[src/hdl/tmm_pkg.sv]
// Shared constants for the 8x8 outer-product matrix-multiply tile.
`timescale 1ns / 1ps
`default_nettype none

package tmm_pkg;

  // Lanes per tile row (columns j..j+7)
  localparam int LANES = 8;

  // Operand, product and result widths (Q2.14 in, Q4.28 products, Q20.28 out)
  localparam int A_W    = 16;
  localparam int PROD_W = 2 * A_W;
  localparam int SUM_W  = 48;
  localparam int ROW_W  = 3;

  // Default sizing of the accumulator store
  localparam int DEF_TILE_ROWS = 8;
  localparam int DEF_ACC_BITS  = 48;

endpackage

`default_nettype wire

[src/hdl/tmm_row_mem.sv]
// Accumulator row store: one write port, one read port, registered read data.
`timescale 1ns / 1ps
`default_nettype none

module tmm_row_mem
  import tmm_pkg::*;
#(
  parameter int TILE_ROWS = DEF_TILE_ROWS,
  parameter int ACC_BITS  = DEF_ACC_BITS
) (
  input  wire logic                                                clk,
  input  wire logic                                                rd_en,
  input  wire logic [((TILE_ROWS > 1) ? $clog2(TILE_ROWS) : 1)-1:0] rd_addr,
  output logic      [LANES*ACC_BITS-1:0]                           rd_data,
  input  wire logic                                                wr_en,
  input  wire logic [((TILE_ROWS > 1) ? $clog2(TILE_ROWS) : 1)-1:0] wr_addr,
  input  wire logic [LANES*ACC_BITS-1:0]                           wr_data
);

  logic [LANES*ACC_BITS-1:0] mem [TILE_ROWS];

  // Write the updated row
  always_ff @(posedge clk) begin
    if (wr_en) begin
      mem[wr_addr] <= wr_data;
    end
  end

  // Read one row into the rd_data register (old data on a same-row write)
  always_ff @(posedge clk) begin
    if (rd_en) begin
      rd_data <= mem[rd_addr];
    end
  end

endmodule

`default_nettype wire
[config.mk]
export PLATFORM = sky130hd
export DESIGN_NAME = tmm_row_mem
export DESIGN_NICKNAME = d
export VERILOG_FILES = /design/src/hdl/tmm_pkg.sv /design/src/hdl/tmm_row_mem.sv
export SDC_FILE = /design/constraint.sdc
export NUM_CORES = 2
export LEC_CHECK = 0
export BUFFER_PORTS_ARGS = -buffer_cell sky130_fd_sc_hd__buf_2
export CAP_MARGIN = 20
export CORE_ASPECT_RATIO = 1.5
export CORE_MARGIN = 2
export CORE_UTILIZATION = 35
export CTS_CLUSTER_SIZE = 16
export DETAILED_ROUTE_END_ITERATION = 10
export GPL_ROUTABILITY_DRIVEN = 1
export PLACE_DENSITY = 0.51
export SYNTH_ARGS = -nofsm -noshare
export SYNTH_HDL_FRONTEND = slang
export SYNTH_SLANG_ARGS = --single-unit
[constraint.sdc]
create_clock -name clk -period 47.1 [get_ports clk]
set_clock_uncertainty 0.15 [all_clocks]
set_input_delay 4.71 -clock clk [delete_from_list [all_inputs] [get_ports clk]]
set_output_delay 4.71 -clock clk [all_outputs]
set_load 0.02 [all_outputs]
==> results.tsv <==
metric	value	unit
cts_buffers	344	
port_buffers	776	
drive_gt1_share	41.3	%
worstPathArrival	10.85	ns
cts_root_buf	clkbuf_16	
r2r_cells	2	
worstPathRequired	47.55	ns
cts_sinks	3456	
swShare	21.3	%
via_per_inst	5.00	
yosysSeqAreaShare	81.9	%
post-route-drc-count	0	
gr-total-overflow	0	
fin_area	148000	um2
syn_to_final_growth	16.4	%
finalNonFillerCells	10900	
netlist_top_cells_area	edfxtp_1 (82%), mux4_2 (14%), mux2_2 (3.4%)	
finalWorstSetupSlack	36.70	ns
min_path_cells	2	
power_frac_comb	5.4	%
status	finished, final reports clean	
post-route-util	40.9	%
ys_seq_elements	3456	
grt_pass1_wl	424000	um
maxCapViolCount	0	
period_share	22.1	%
seq_power_share	53.6	%
finalSetupTns	0	ns
die-area	367000	um2
cpMaxStageDelayCell	buf_4	
synthesis.nets	5228	
setup_violations	0	
syn_inst	4835	
wl_per_cell	27.0	um
rows	270	
grt_setup_unrepaired	no	
die_y	741	um
gp_congestion	0.711	
core_area	360000	um2
r2r_end	rd_data[228]	
max_freq	0.0962	GHz
antenna_found_initial	160	
regArea	104000	um2
dpl_worst_slack	35.81	ns
placed_cell_area	136000	um2
p_sw	1.41	mW
hold_slack	0.573	ns
grt_util_met2	25.9	%
insertion_delay	0.86	ns
yosysUniqueCellTypes	12	
cts_tree	built	
vdd_drop_max	35.6	uV
routed_wl	296000	um
worstHoldStart	mem[6][297]	
clockPowerShare	40.9	%
crit_chain	buf_8 > buf_4 > buf_12 > buf_4 > buf_4 > buf_4 > buf_4 > mux4_2 > mux2_2	
startpoint_type	primary input	
reg2reg_slack	45.53	ns
worst_pin_slew	1.01	ns
die_w	495	um
grt_max_degree	117	
crit_type	in2reg	
p_leak	47.2	nW
clk_pin_slew	0.06	ns
hp-class	reg2reg	
yosys.area.top_type	edfxtp_1	
grt_usage	15.8	%
p_total	6.61	mW
floorplan.initialDensity	35.2	%
num-fill-cells	31400	
vias	54700	
powerDensity	44.8	nW/um2
slew_headroom	32.8	%
slew_viol_final	0	
cp-end-kind	register	
syn_area_per_cell	26.2	um2
intPower	5.20	mW
grt_pass1_vias	58700	
post_cts_buffers	0	
place_hpwl	165000	um
synth_top_area_share	81.9	%
r2r_start	mem[5][228]	
final_common_cell	edfxtp_1	
synth_area	127000	um2
nets	6250	
critical_path.max_fanout	108	
initialDrtViolationCount	4268	
met1_usage	20.2	%
met3_usage	5.26	%
crit_top_cell	buf_4	
ctsResizeCount	0	
hold_viol	0	
cts_buffer_depth	4	
yosysWarnings	0	
slowest_delay	0.81	ns
min_to	rd_data[297]	
fin_crit	10.40	ns
holdBufCountCts	0	
htreeDepth	5	
top_usage_layer	met2	
io_pins	777	
multi_input_area	21700	um2
drtPass1Iterations	5	
antenna_left	0	
placed_cells	10300	
layout_common_cells	edfxtp_1 (3456), buf_2 (772), mux4_2 (768)	
==> critical path: cells and delay by family <==
family / cells / cell delay (ns)
mux: 2 / 0.69
buf+inv: 7 / 4.70
==> logic make-up (layout without fill, tap and decap cells) <==
family        Yosys count  in the layout  share of synthesized area (%)
simple gates           13             13                         0.0464
mux                  1152           1152                           17.1
flops                3456           3456                           81.9
other cells             0             60                              0
buf+inv               214           1508                           1.02
==> metal layers <==
metal	up-vias	share of wire, %
met1	29500	40
met2	1539	49
met3	555	8.4
met4	100	2.6
li1	23000	-
met5	-	0.21
==> worst max path at each step <==
stage	to	startpoint	depth (start not counted)
after CTS	rd_data[138]	rd_addr[2]	9
after floorplan	mem[0][0]	wr_addr[0]	1
final	rd_data[138]	rd_addr[2]	9
after global routing	rd_data[140]	rd_addr[2]	9
after detailed placement	rd_data[129]	rd_addr[2]	9
after global placement	rd_data[132]	rd_addr[2]	9
==> layout make-up <==
class / count / share of cell area (%)
Timing Repair Buffer: 890 / 3.34
Tap cell: 4760 / 4.04
Sequential cell: 3456 / 70.3
Multi-Input combinational cell: 1165 / 14.7
Antenna cell: 60 / 0.102
Clock inverter: 206 / 1.45
Clock buffer: 412 / 6.03
==> synthesized netlist by cell type (all sizes together) <==
cell type,number
buf,119
clkbuf,95
edfxtp,3456
mux2,384
mux4,768
nand2,2
nand2b,3
nor2,6
nor3,2
==> sequential cells by signal, summed over array words and instances, names as in the netlist <==
register / cells
rd_data: 384
mem: 3072
==> power by group through the flow <==
stage / logic [mW] / registers (mW) / clock network (mW)
floorplan: 0.180 / 3.67 / 0
global placement: 0.366 / 3.61 / 0
detailed placement: 0.371 / 3.61 / 0
CTS: 0.372 / 3.55 / 2.79
global route: 0.390 / 3.55 / 2.90
finish: 0.360 / 3.55 / 2.71
(Power assumes the default switching activity.)
